### src/rtl/assert_macros.svh
// ----------------------------------------------------------------------------
// Assertion macros
// Concurrent assertion wrappers used by the rctdm_back module.
// ----------------------------------------------------------------------------
`ifndef ASSERT_MACROS_SVH
`define ASSERT_MACROS_SVH

// Implication checked on every rising clock edge outside of reset.
`define RCTDM_ASSERT(lbl, clk, rstn, prop, msg) \
  lbl: assert property (@(posedge clk) disable iff (!(rstn)) (prop)) \
    else $error(msg);

// Signal that must never be true outside of reset.
`define RCTDM_NEVER(lbl, clk, rstn, expr, msg) \
  lbl: assert property (@(posedge clk) disable iff (!(rstn)) !(expr)) \
    else $error(msg);

`endif

### src/rtl/rctdm_pkg.sv
// ----------------------------------------------------------------------------
// rctdm_pkg
// Types, constants and reciprocal constants shared by the throttle mixer blocks.
// ----------------------------------------------------------------------------
package rctdm_pkg;

  // Pulse measurement.
  localparam int TICK_SHIFT = 4;
  localparam int COUNT_BITS = 20;
  localparam int THR_W      = 11;
  localparam int CMP_W      = (COUNT_BITS - TICK_SHIFT > THR_W) ?
                              (COUNT_BITS - TICK_SHIFT) : THR_W;

  // Throttle bands in microseconds.
  localparam logic [THR_W-1:0] THR_MIN   = 11'd1100;
  localparam logic [THR_W-1:0] THR_MAX   = 11'd1900;
  localparam logic [THR_W-1:0] NEUTRAL   = 11'd1500;
  localparam logic [THR_W-1:0] STOP_LO   = 11'd1480;
  localparam logic [THR_W-1:0] STOP_HI   = 11'd1520;
  localparam logic [THR_W-1:0] TURN_LO   = 11'd1310;
  localparam logic [THR_W-1:0] TURN_HI   = 11'd1690;
  localparam logic [THR_W-1:0] RELAY_LO  = 11'd1490;
  localparam logic [THR_W-1:0] RELAY_HI  = 11'd1510;

  // Datapath widths.
  localparam int DAC_W   = 12;
  localparam int TDEV_W  = 9;   // |throttle - neutral| <= 400
  localparam int ANG_W   = 8;
  localparam int MAG_W   = 15;  // |top - floor| and friends
  localparam int PROD_W  = TDEV_W + MAG_W;
  localparam int DIVX_W  = 20;
  localparam int RCP_W   = 22;
  localparam int QUOT_W  = DIVX_W + RCP_W;
  localparam int SUM_W   = 18;
  localparam int TOP_W   = 16;

  // Division by constants as multiply by rounded-up reciprocal and shift.
  // The wheel divisor 400 is split into a shift by 4 and a divide by 25.
  localparam int RIGHT_DEN      = 23;
  localparam int LEFT_DEN       = 31;
  localparam int WHL_PRE_SHIFT  = 4;
  localparam int WHL_DEN_ODD    = 25;
  localparam int RCP_SHIFT_ANG  = 24;
  localparam int RCP_SHIFT_WHL  = 26;
  localparam logic [RCP_W-1:0] RCP_RIGHT =
    RCP_W'(((2 ** RCP_SHIFT_ANG) + RIGHT_DEN - 1) / RIGHT_DEN);
  localparam logic [RCP_W-1:0] RCP_LEFT =
    RCP_W'(((2 ** RCP_SHIFT_ANG) + LEFT_DEN - 1) / LEFT_DEN);
  localparam logic [RCP_W-1:0] RCP_WHL =
    RCP_W'(((2 ** RCP_SHIFT_WHL) + WHL_DEN_ODD - 1) / WHL_DEN_ODD);

  // Queue between the front and the mixer.
  localparam int Q_DEPTH = 4;
  localparam int Q_PTR_W = $clog2(Q_DEPTH);

  // Result word layout.
  localparam int OUT_W = 40;

  // Configuration register reset values.
  localparam logic [4:0]       RST_DEAD_ZONE  = 5'd3;
  localparam logic [DAC_W-1:0] RST_FULL_SCALE = 12'd3300;
  localparam logic [DAC_W-1:0] RST_TURN_MIN   = 12'd2750;
  localparam logic [DAC_W-1:0] RST_TURN_FLOOR = 12'd300;

  typedef enum logic [1:0] {
    CFG_DEAD_ZONE,
    CFG_FULL_SCALE,
    CFG_TURN_MIN,
    CFG_TURN_FLOOR
  } cfg_reg_t;

  typedef enum logic [2:0] {
    OP_STOP,
    OP_STRAIGHT,
    OP_TURN_RIGHT,
    OP_TURN_LEFT,
    OP_HOLD
  } mix_op_t;

  typedef struct packed {
    mix_op_t           op;
    logic              dir;
    logic [TDEV_W-1:0] t_dev;
    logic [ANG_W-1:0]  ang_mag;
    logic              relay;
    logic [THR_W-1:0]  thr_us;
  } mix_item_t;

  typedef struct packed {
    logic [DAC_W-1:0] full_scale;
    logic [DAC_W-1:0] turn_min;
    logic [DAC_W-1:0] turn_floor;
  } mix_cfg_t;

  typedef enum logic [2:0] {
    ST_IDLE,
    ST_TOP_MUL,
    ST_TOP_DIV,
    ST_IN_MUL,
    ST_IN_DIV,
    ST_OUT_MUL,
    ST_OUT_DIV,
    ST_EMIT
  } back_state_t;

endpackage

### src/rtl/rc_throttle_differential_mixer.sv
// ----------------------------------------------------------------------------
// rc_throttle_differential_mixer
// RC throttle pulse decoder with a differential-drive DAC mixer.
// ----------------------------------------------------------------------------
// Each input transfer is one timer tick carrying the sampled RC pulse line and
// the steering angle, and each tick yields exactly one result transfer with
// the left and right wheel DAC words, the direction line, the relay line and
// the clamped throttle in microseconds. The front stage measures the pulse
// and classifies the tick in the cycle it is taken, so a tick is accepted in
// every cycle while the four-entry queue has room. The mixer behind the queue
// shares one multiplier and one reciprocal divider and steps a stop or held
// item straight to its emit state, a straight item through the output multiply
// and divide states, and a turning item through the top, inner and output
// multiply and divide states; that mixer sets the sustained rate, and once the
// queue fills the input is back-pressured to it. Configuration writes are taken
// in any cycle (cfg_ready is always high) and must only occur while the block
// is idle.
// ----------------------------------------------------------------------------
module rc_throttle_differential_mixer (
  input  logic        clk,
  input  logic        rst_n,
  // Tick input.
  input  logic        in_tvalid,
  output logic        in_tready,
  input  logic [15:0] in_tdata,   // [0] pulse_level, [8:1] steer_angle, rest zero
  // Result output.
  output logic        out_tvalid,
  input  logic        out_tready,
  // [11:0] left wheel word, [23:12] right wheel word, [24] drive_dir,
  // [25] relay_on, [36:26] throttle_us, rest zero
  output logic [39:0] out_tdata,
  // Configuration write channel.
  input  logic        cfg_valid,
  output logic        cfg_ready,
  input  logic [1:0]  cfg_index,
  input  logic [11:0] cfg_data
);
  import rctdm_pkg::*;

  logic [4:0]       dead_zone_r;
  logic [DAC_W-1:0] full_scale_r;
  logic [DAC_W-1:0] turn_min_r;
  logic [DAC_W-1:0] turn_floor_r;
  mix_cfg_t         mix_cfg;

  logic             push, q_full, q_empty, q_pop;
  mix_item_t        push_item, pop_item;

  // Configuration registers; every write transfer is taken at once.
  assign cfg_ready = 1'b1;

  always_ff @(posedge clk) begin
    if (!rst_n) begin
      dead_zone_r  <= RST_DEAD_ZONE;
      full_scale_r <= RST_FULL_SCALE;
      turn_min_r   <= RST_TURN_MIN;
      turn_floor_r <= RST_TURN_FLOOR;
    end else if (cfg_valid) begin
      unique case (cfg_reg_t'(cfg_index))
        CFG_DEAD_ZONE:  dead_zone_r  <= cfg_data[4:0];
        CFG_FULL_SCALE: full_scale_r <= cfg_data;
        CFG_TURN_MIN:   turn_min_r   <= cfg_data;
        CFG_TURN_FLOOR: turn_floor_r <= cfg_data;
      endcase
    end
  end

  assign mix_cfg.full_scale = full_scale_r;
  assign mix_cfg.turn_min   = turn_min_r;
  assign mix_cfg.turn_floor = turn_floor_r;

  // Pulse measurement and tick classification.
  rctdm_front u_front (
    .clk         (clk),
    .rst_n       (rst_n),
    .in_valid    (in_tvalid),
    .in_ready    (in_tready),
    .pulse_level (in_tdata[0]),
    .steer_angle ($signed(in_tdata[8:1])),
    .dead_zone   (dead_zone_r),
    .q_full      (q_full),
    .push        (push),
    .item        (push_item)
  );

  // Decoupling queue: the front keeps taking ticks while the mixer works, until the queue fills.
  rctdm_queue u_queue (
    .clk       (clk),
    .rst_n     (rst_n),
    .push      (push),
    .push_item (push_item),
    .full      (q_full),
    .pop       (q_pop),
    .pop_item  (pop_item),
    .empty     (q_empty)
  );

  // Wheel mixer and output register.
  rctdm_back u_back (
    .clk       (clk),
    .rst_n     (rst_n),
    .cfg       (mix_cfg),
    .q_empty   (q_empty),
    .q_item    (pop_item),
    .q_pop     (q_pop),
    .out_valid (out_tvalid),
    .out_ready (out_tready),
    .out_data  (out_tdata)
  );

endmodule

### src/rtl/rctdm_front.sv
// ----------------------------------------------------------------------------
// rctdm_front
// Pulse width measurement and classification of each tick into a mixer op.
// ----------------------------------------------------------------------------
module rctdm_front (
  input  logic                         clk,
  input  logic                         rst_n,
  input  logic                         in_valid,
  output logic                         in_ready,
  input  logic                         pulse_level,
  input  logic signed [7:0]            steer_angle,
  input  logic [4:0]                   dead_zone,
  input  logic                         q_full,
  output logic                         push,
  output rctdm_pkg::mix_item_t         item
);
  import rctdm_pkg::*;

  logic [COUNT_BITS-1:0] pulse_ticks_r, pulse_ticks_nxt;
  logic [COUNT_BITS-1:0] latched_r, latched_nxt;
  logic                  last_level_r;
  logic                  falling;
  logic [COUNT_BITS-1:0] width_eff;
  logic [CMP_W-1:0]      us_raw;
  logic [THR_W-1:0]      thr;
  logic [THR_W-1:0]      dev;
  logic signed [8:0]     ang9, dz9;
  logic signed [8:0]     neg_ang;
  logic                  ang_right, ang_left, ang_center;

  assign in_ready = !q_full;
  assign push     = in_valid && in_ready;

  // Count high ticks, saturating; latch the count on the falling edge.
  always_comb begin
    pulse_ticks_nxt = pulse_ticks_r;
    latched_nxt     = latched_r;
    if (pulse_level) begin
      if (!last_level_r) begin
        pulse_ticks_nxt = COUNT_BITS'(1);
      end else if (pulse_ticks_r != {COUNT_BITS{1'b1}}) begin
        pulse_ticks_nxt = pulse_ticks_r + COUNT_BITS'(1);
      end
    end else if (last_level_r) begin
      latched_nxt = pulse_ticks_r;
    end
  end

  always_ff @(posedge clk) begin
    if (!rst_n) begin
      pulse_ticks_r <= '0;
      latched_r     <= '0;
      last_level_r  <= 1'b0;
    end else if (push) begin
      pulse_ticks_r <= pulse_ticks_nxt;
      latched_r     <= latched_nxt;
      last_level_r  <= pulse_level;
    end
  end

  // The new width already counts on the tick of the falling edge.
  assign falling   = !pulse_level && last_level_r;
  assign width_eff = falling ? pulse_ticks_r : latched_r;
  assign us_raw    = CMP_W'(width_eff >> TICK_SHIFT);

  always_comb begin
    priority if (us_raw == '0) begin
      thr = NEUTRAL;
    end else if (us_raw < CMP_W'(THR_MIN)) begin
      thr = THR_MIN;
    end else if (us_raw > CMP_W'(THR_MAX)) begin
      thr = THR_MAX;
    end else begin
      thr = us_raw[THR_W-1:0];
    end
  end

  assign dev = (thr >= NEUTRAL) ? (thr - NEUTRAL) : (NEUTRAL - thr);

  assign ang9       = {steer_angle[7], steer_angle};
  assign dz9        = $signed({4'b0, dead_zone});
  assign neg_ang    = -ang9;
  assign ang_right  = ang9 > dz9;
  assign ang_left   = ang9 < -dz9;
  assign ang_center = (ang9 > -dz9) && (ang9 < dz9);

  always_comb begin
    item.dir     = (thr <= STOP_HI);
    item.t_dev   = dev[TDEV_W-1:0];
    item.relay   = (thr > RELAY_LO) && (thr < RELAY_HI);
    item.thr_us  = thr;
    item.ang_mag = ang_left ? neg_ang[ANG_W-1:0] : ang9[ANG_W-1:0];
    priority if (thr >= STOP_LO && thr <= STOP_HI) begin
      item.op = OP_STOP;
    end else if ((thr >= TURN_LO) && (thr <= TURN_HI)) begin
      item.op = OP_STRAIGHT;
    end else if (ang_right) begin
      item.op = OP_TURN_RIGHT;
    end else if (ang_left) begin
      item.op = OP_TURN_LEFT;
    end else if (ang_center) begin
      item.op = OP_STRAIGHT;
    end else begin
      item.op = OP_HOLD;
    end
  end

endmodule

### src/rtl/rctdm_queue.sv
// ----------------------------------------------------------------------------
// rctdm_queue
// Short register queue between the tick classifier and the mixer.
// ----------------------------------------------------------------------------
module rctdm_queue (
  input  logic                 clk,
  input  logic                 rst_n,
  input  logic                 push,
  input  rctdm_pkg::mix_item_t push_item,
  output logic                 full,
  input  logic                 pop,
  output rctdm_pkg::mix_item_t pop_item,
  output logic                 empty
);
  import rctdm_pkg::*;

  mix_item_t          mem_r [Q_DEPTH];
  logic [Q_PTR_W-1:0] wr_ptr_r, rd_ptr_r;
  logic [Q_PTR_W:0]   count_r;
  logic               do_push, do_pop;

  assign full     = (count_r == (Q_PTR_W + 1)'(Q_DEPTH));
  assign empty    = (count_r == '0);
  assign do_push  = push && !full;
  assign do_pop   = pop && !empty;
  assign pop_item = mem_r[rd_ptr_r];

  always_ff @(posedge clk) begin
    if (do_push) begin
      mem_r[wr_ptr_r] <= push_item;
    end
  end

  always_ff @(posedge clk) begin
    if (!rst_n) begin
      wr_ptr_r <= '0;
      rd_ptr_r <= '0;
      count_r  <= '0;
    end else begin
      if (do_push) begin
        wr_ptr_r <= wr_ptr_r + Q_PTR_W'(1);
      end
      if (do_pop) begin
        rd_ptr_r <= rd_ptr_r + Q_PTR_W'(1);
      end
      unique case ({do_push, do_pop})
        2'b10:   count_r <= count_r + (Q_PTR_W + 1)'(1);
        2'b01:   count_r <= count_r - (Q_PTR_W + 1)'(1);
        default: count_r <= count_r;
      endcase
    end
  end

endmodule

### src/rtl/rctdm_back.sv
// ----------------------------------------------------------------------------
// rctdm_back
// Wheel mixer: one shared multiplier and one reciprocal divider, stepped by
// a small sequencer, plus the output register.
// ----------------------------------------------------------------------------
`include "assert_macros.svh"

module rctdm_back (
  input  logic                         clk,
  input  logic                         rst_n,
  input  rctdm_pkg::mix_cfg_t          cfg,
  input  logic                         q_empty,
  input  rctdm_pkg::mix_item_t         q_item,
  output logic                         q_pop,
  output logic                         out_valid,
  input  logic                         out_ready,
  output logic [rctdm_pkg::OUT_W-1:0]  out_data
);
  import rctdm_pkg::*;

  back_state_t             state_r, state_nxt, launch_st;
  mix_item_t               item_r;
  logic [PROD_W-1:0]       prod_r;
  logic                    neg_r;
  logic signed [TOP_W-1:0] top_r;
  logic [DAC_W-1:0]        inner_r, outer_r;
  logic [DAC_W-1:0]        held_left_r, held_right_r;
  logic                    held_dir_r;
  logic                    out_valid_r;
  logic [OUT_W-1:0]        out_data_r;

  logic                    emit_ok, emit, launch, is_turn;
  logic [DAC_W-1:0]        base;
  logic [TDEV_W-1:0]       mul_a;
  logic signed [16:0]      diff;
  logic [16:0]             diff_abs;
  logic [PROD_W-1:0]       mul_prod;
  logic [DIVX_W-1:0]       div_x;
  logic [RCP_W-1:0]        div_rcp;
  logic [QUOT_W-1:0]       quot;
  logic [MAG_W-1:0]        q_mag;
  logic [DAC_W-1:0]        offset;
  logic signed [SUM_W-1:0] q_signed, sum;
  logic [DAC_W-1:0]        sat;
  logic [DAC_W-1:0]        left_w, right_w;
  logic                    dir_w;

  assign emit_ok = !out_valid_r || out_ready;
  assign emit    = (state_r == ST_EMIT) && emit_ok;
  assign launch  = ((state_r == ST_IDLE) || emit) && !q_empty;
  assign q_pop   = launch;

  always_comb begin
    unique case (q_item.op)
      OP_STRAIGHT:                launch_st = ST_OUT_MUL;
      OP_TURN_RIGHT, OP_TURN_LEFT: launch_st = ST_TOP_MUL;
      default:                    launch_st = ST_EMIT;
    endcase
  end

  // Next state.
  always_comb begin
    unique case (state_r)
      ST_IDLE:    state_nxt = launch ? launch_st : ST_IDLE;
      ST_TOP_MUL: state_nxt = ST_TOP_DIV;
      ST_TOP_DIV: state_nxt = ST_IN_MUL;
      ST_IN_MUL:  state_nxt = ST_IN_DIV;
      ST_IN_DIV:  state_nxt = ST_OUT_MUL;
      ST_OUT_MUL: state_nxt = ST_OUT_DIV;
      ST_OUT_DIV: state_nxt = ST_EMIT;
      ST_EMIT: begin
        priority if (!emit_ok) begin
          state_nxt = ST_EMIT;
        end else if (launch) begin
          state_nxt = launch_st;
        end else begin
          state_nxt = ST_IDLE;
        end
      end
      default:    state_nxt = ST_IDLE;
    endcase
  end

  // Datapath controls decoded from the state.
  assign is_turn = (item_r.op == OP_TURN_RIGHT) || (item_r.op == OP_TURN_LEFT);
  assign base    = is_turn ? cfg.turn_floor : '0;

  always_comb begin
    unique case (state_r)
      ST_TOP_MUL: begin
        mul_a = {1'b0, item_r.ang_mag};
        diff  = $signed({5'b0, cfg.turn_min}) - $signed({5'b0, cfg.full_scale});
      end
      ST_IN_MUL: begin
        mul_a = item_r.t_dev;
        diff  = {top_r[TOP_W-1], top_r} - $signed({5'b0, cfg.turn_floor});
      end
      default: begin
        mul_a = item_r.t_dev;
        diff  = $signed({5'b0, cfg.full_scale}) - $signed({5'b0, base});
      end
    endcase
  end

  assign diff_abs = diff[16] ? 17'(-diff) : 17'(diff);
  assign mul_prod = mul_a * diff_abs[MAG_W-1:0];

  // Truncating divide of the registered magnitude by 23, 31 or 400.
  always_comb begin
    if (state_r == ST_TOP_DIV) begin
      div_x   = prod_r[DIVX_W-1:0];
      div_rcp = (item_r.op == OP_TURN_LEFT) ? RCP_LEFT : RCP_RIGHT;
      offset  = cfg.full_scale;
    end else begin
      div_x   = prod_r[WHL_PRE_SHIFT +: DIVX_W];
      div_rcp = RCP_WHL;
      offset  = (state_r == ST_IN_DIV) ? cfg.turn_floor : base;
    end
  end

  assign quot     = div_x * div_rcp;
  assign q_mag    = (state_r == ST_TOP_DIV) ? quot[RCP_SHIFT_ANG +: MAG_W]
                                            : quot[RCP_SHIFT_WHL +: MAG_W];
  assign q_signed = neg_r ? -$signed({3'b0, q_mag}) : $signed({3'b0, q_mag});
  assign sum      = q_signed + $signed({6'b0, offset});

  always_comb begin
    priority if (sum[SUM_W-1]) begin
      sat = '0;
    end else if (sum > $signed(SUM_W'(4095))) begin
      sat = {DAC_W{1'b1}};
    end else begin
      sat = sum[DAC_W-1:0];
    end
  end

  // Wheel assignment for the finished item.
  always_comb begin
    unique case (item_r.op)
      OP_STRAIGHT: begin
        left_w = outer_r;     right_w = outer_r;      dir_w = item_r.dir;
      end
      OP_TURN_RIGHT: begin
        left_w = outer_r;     right_w = inner_r;      dir_w = item_r.dir;
      end
      OP_TURN_LEFT: begin
        left_w = inner_r;     right_w = outer_r;      dir_w = item_r.dir;
      end
      OP_HOLD: begin
        left_w = held_left_r; right_w = held_right_r; dir_w = held_dir_r;
      end
      default: begin
        left_w = '0;          right_w = '0;           dir_w = 1'b1;
      end
    endcase
  end

  always_ff @(posedge clk) begin
    if (!rst_n) begin
      state_r      <= ST_IDLE;
      out_valid_r  <= 1'b0;
      held_left_r  <= '0;
      held_right_r <= '0;
      held_dir_r   <= 1'b1;
    end else begin
      state_r <= state_nxt;
      if (emit) begin
        out_valid_r  <= 1'b1;
        held_left_r  <= left_w;
        held_right_r <= right_w;
        held_dir_r   <= dir_w;
      end else if (out_ready) begin
        out_valid_r <= 1'b0;
      end
    end
  end

  always_ff @(posedge clk) begin
    if (launch) begin
      item_r <= q_item;
    end
    if (state_r == ST_TOP_MUL || state_r == ST_IN_MUL || state_r == ST_OUT_MUL) begin
      prod_r <= mul_prod;
      neg_r  <= diff[16];
    end
    if (state_r == ST_TOP_DIV) begin
      top_r <= sum[TOP_W-1:0];
    end
    if (state_r == ST_IN_DIV) begin
      inner_r <= sat;
    end
    if (state_r == ST_OUT_DIV) begin
      outer_r <= sat;
    end
    if (emit) begin
      out_data_r <= {3'b0, item_r.thr_us, item_r.relay, dir_w, right_w, left_w};
    end
  end

  assign out_valid = out_valid_r;
  assign out_data  = out_data_r;

  `RCTDM_ASSERT(a_top_only_for_turns, clk, rst_n, (state_r == ST_TOP_MUL) |-> (item_r.op == OP_TURN_RIGHT || item_r.op == OP_TURN_LEFT), "angle scaling started for a non-turning item")
  `RCTDM_ASSERT(a_emit_sets_valid, clk, rst_n, (state_r == ST_EMIT && (!out_valid_r || out_ready)) |=> out_valid_r, "finished item did not reach the output register")
  `RCTDM_ASSERT(a_stop_is_zero, clk, rst_n, (emit && item_r.op == OP_STOP) |=> (out_data_r[2*DAC_W-1:0] == '0 && out_data_r[2*DAC_W] && held_dir_r), "stop item did not give zero wheels and reverse direction")

endmodule
### config.mk
export PLATFORM = sky130hd
export DESIGN_NAME = rc_throttle_differential_mixer
export DESIGN_NICKNAME = d
export VERILOG_FILES = /design/src/rtl/rctdm_pkg.sv /design/src/rtl/rc_throttle_differential_mixer.sv /design/src/rtl/rctdm_front.sv /design/src/rtl/rctdm_queue.sv /design/src/rtl/rctdm_back.sv
export VERILOG_INCLUDE_DIRS = /design/src /design/src/rtl
export SDC_FILE = /design/constraint.sdc
export NUM_CORES = 2
export LEC_CHECK = 0
export BUFFER_PORTS_ARGS = -buffer_cell sky130_fd_sc_hd__buf_4
export CELL_PAD_IN_SITES_DETAIL_PLACEMENT = 1
export CELL_PAD_IN_SITES_GLOBAL_PLACEMENT = 1
export CORE_UTILIZATION = 40
export DETAILED_ROUTE_END_ITERATION = 10
export GPL_TIMING_DRIVEN = 0
export MAX_ROUTING_LAYER = met4
export PLACE_DENSITY_LB_ADDON = 0.08
export SETUP_SLACK_MARGIN = 0.05
export SLEW_MARGIN = 20
export SYNTH_ARGS = -nofsm -noshare
export SYNTH_HDL_FRONTEND = slang
export SYNTH_SLANG_ARGS = --single-unit
### constraint.sdc
create_clock -name clk -period 24.5 [get_ports clk]
set_input_delay 3.675 -clock clk [delete_from_list [all_inputs] [get_ports clk]]
set_output_delay 3.675 -clock clk [all_outputs]
set_load 0.05 [all_outputs]
==> results.yml <==
cells_and_area:
  num-fill-cells: 9784
  areaGrowthSynthToFinish_pct: 10.5
  layout-drive-gt1-share: 0.0817
  final_nets: 4375
  n_antenna_cell: 0
worst_setup_path:
  path_class: "reg2reg"
  r2r_slack_ps: 9610
  crit_start: "u_back.state_r[0]"
  cpMaxStageDelayCell: "clkbuf_1"
  path_delay_family: "compound AO/OA/AOI/OAI gates"
  critPathMaxFanout: 10
  arrival_ps: 15180
  path_common_cell: "fa_1"
  slowest_delay_ps: 920
  worstPathRequired_ps: 24790
  r2r_start: "u_back.state_r[0]"
  cp.buffers_inverters: 7
  worst_setup_path_start_kind: "flop"
  cp-end-kind: "flop"
clocking:
  cts_tree: "yes"
  clk_pin_slew_ps: 60
  cts_max_level: 2
  cts_root_buf: "clkbuf_16"
  post-cts-setup-buffer-count: 0
  clock-sinks: 378
  ctsLongestPathBuffers: 3
  clk_latency_ps: 590
  cts_resized: 0
  numCtsBuffers: 44
  ctsHoldBuffers: 0
sta:
  holdWs_ps: 420
  setup_viol: 0
  hold_viol: 0
  rsz0062_at_grt: "false"
  fmax_mhz: 67.2
  setup_tns_ps: 0
  worst_slack_ps: 9610
  skew_ps: 31.2
  slew_headroom: 0.190
  tightest_slew_ps: 1210
  finalCritPeriodShare: 0.608
  drv_slew: 0
  min_period_ps: 14890
run:
  drv_cap: 0
logic_synthesis:
  synth_edf_count: 262
  ys_types: 103
  yosysWarningCount: 0
  syn-cell-area_mm2: 0.0351
  synth_area_per_cell_um2: 9.96
  synth_area_leaders: "edfxtp_1 22%, fa_1 21%, ha_1 12%"
  ys.flop_type: "edfxtp_1"
  yosysSeqAreaShare: 0.290
  synth_top_area_share: 0.224
  syn_inst: 3522
  synth_top_area_cell: "edfxtp_1"
  ys_seq_elements: 378
  async_flop_share: 0
place:
  dpl_worst_slack_ps: 9800
  gp_congestion: 0.931
  dp_hpwl_mm: 91.5
  port_buffers: 65
routing:
  ant_nets: 0
  vias: 26000
  wire_per_inst_um: 22.8
  via_per_inst: 5.37
  drtIter0Drc: 1169
  drc: 0
  drt-total-wl_mm: 110
  dr.pass1.iters: 5
global_route:
  grt-ovfl-total: 0
  grt_max_degree: 47
  grt.total_usage: 0.258
  grt_pass1_wl_mm: 171
  grt_pass1_vias: 29000
  antenna_found_initial: 1
floorplan:
  io_pins: 78
  die_area_mm2: 0.0889
  start_util: 0.404
  die_y_um: 298
  num_rows: 108
  core_mm2: 0.0869
  die_w_um: 298
worst_hold_path:
  holdCritStartpoint: "u_back.item_r[1]"
  hold_class: "reg2reg"
run_status:
  outcome: "complete, no violations"
[state kept, by name (all words and copies together), names as in the netlist, 2 cells and up, named ones only]
signal / flops
dead_zone_r: 5
full_scale_r: 12
turn_floor_r: 12
turn_min_r: 12
u_back.held_left_r: 12
u_back.held_right_r: 12
u_back.inner_r: 12
u_back.item_r: 32
u_back.out_data: 37
u_back.outer_r: 12
u_back.prod_r: 24
u_back.state_r: 3
u_back.top_r: 16
u_front.latched_r: 16
u_front.pulse_ticks_r: 20
u_queue.count_r: 3
u_queue.mem_r: 128
u_queue.rd_ptr_r: 2
u_queue.wr_ptr_r: 2
[metal layers]
metal	GRT usage	up-vias	wire length, µm
li1	-	12000	-
met1	0.317	13400	47400
met2	0.449	399	56000
met3	0.0195	164	2650
met4	0.0860	0	4010
met5	-	-	0
[final cells by class]
class	instances	area, µm²	area share
multi-input cells	2413	22100	0.571
clock inverters	33	395	0.0102
plain buffers	112	482	0.0124
inverters	627	2350	0.0607
well taps	1155	1450	0.0373
repair buffers	73	642	0.0166
flip-flops and latches	378	10200	0.263
clock buffers	48	1130	0.0290
[synth_stat cells (11+ instances only)]
master    number
o311a_1       26
and3_1        24
a22oi_1       17
a21oi_1      116
o31ai_1       11
mux2i_1       26
clkbuf_1      87
o21ai_0      132
nand3_1       44
edfxtp_1     262
xnor2_1       79
buf_1         11
and2_1        53
or3_1         14
ha_1         326
nand2b_1      19
xor2_1        44
fa_1         365
or2_2         35
nor2_1       162
nor2b_1       41
dfxtp_1      116
nor3_1        46
inv_1        626
o211ai_1      26
a31oi_1       20
nand4_1       15
a21o_1        31
mux4_2        32
a22o_1        13
mux2_2        23
a21boi_0      54
o21a_1        19
nand2_1      423
[worst reg2reg max path, delay by kind of cell (launching register included)]
family / cells / cell delay, ps
compound gates: 17 / 4580
fa+ha+maj: 10 / 4550
buf+inv: 7 / 2610
simple gates: 8 / 1730
xor+xnor: 2 / 750
flops: 1 / 390
[cell usage in the layout (no fill, tap or decap), types with 23 or more instances in the layout]
cell type,instances
xnor2_1,76
and2_1,52
ha_1,326
inv_1,626
nand3_1,44
nand2_1,423
nor3_1,46
o21ai_0,132
fa_1,365
edfxtp_1,262
buf_4,74
a21boi_0,54
mux4_2,32
o211ai_1,26
dfxtp_1,116
nor2b_1,41
a21o_1,31
o311a_1,26
clkbuf_16,44
nor2_1,161
xor2_1,44
mux2i_1,26
or2_2,35
mux2_2,23
a21oi_1,116
clkbuf_1,89
[metrics by stage]
step | cell area, µm² | util | cells
2_1_floorplan | 35100 | - | 3530
3_3_place_gp | 37100 | 0.426 | 4750
3_5_place_dp | 37200 | 0.429 | 4758
4_1_cts | 38800 | 0.446 | 4839
5_1_grt | 38800 | 0.446 | 4839
6_report | 38800 | 0.446 | 4839
[path summary, 6_finish.rpt]
path / to / cells after the start
setup / recovery: u_back.inner_r[10] / 44
hold / removal: u_back.out_data[27] / 0
setup reg to reg: u_back.inner_r[10] / 44
hold reg to reg: u_back.out_data[27] / 0
[cells by family (layout without fill, tap and decap cells)]
group           Yosys count  in the layout  share of synthesized area
simple gates            922            922                      0.122
xor+xnor                125            125                     0.0321
mux                      82             82                     0.0357
fa+ha+maj               692            692                      0.325
buf+inv                 739            893                     0.0807
other cells               2             10                   0.000214
flops                   378            378                      0.290
compound gates          582            582                      0.114
Power is not shown: default switching activity piles up to over one toggle a cycle in this logic, so the estimate is an artifact.
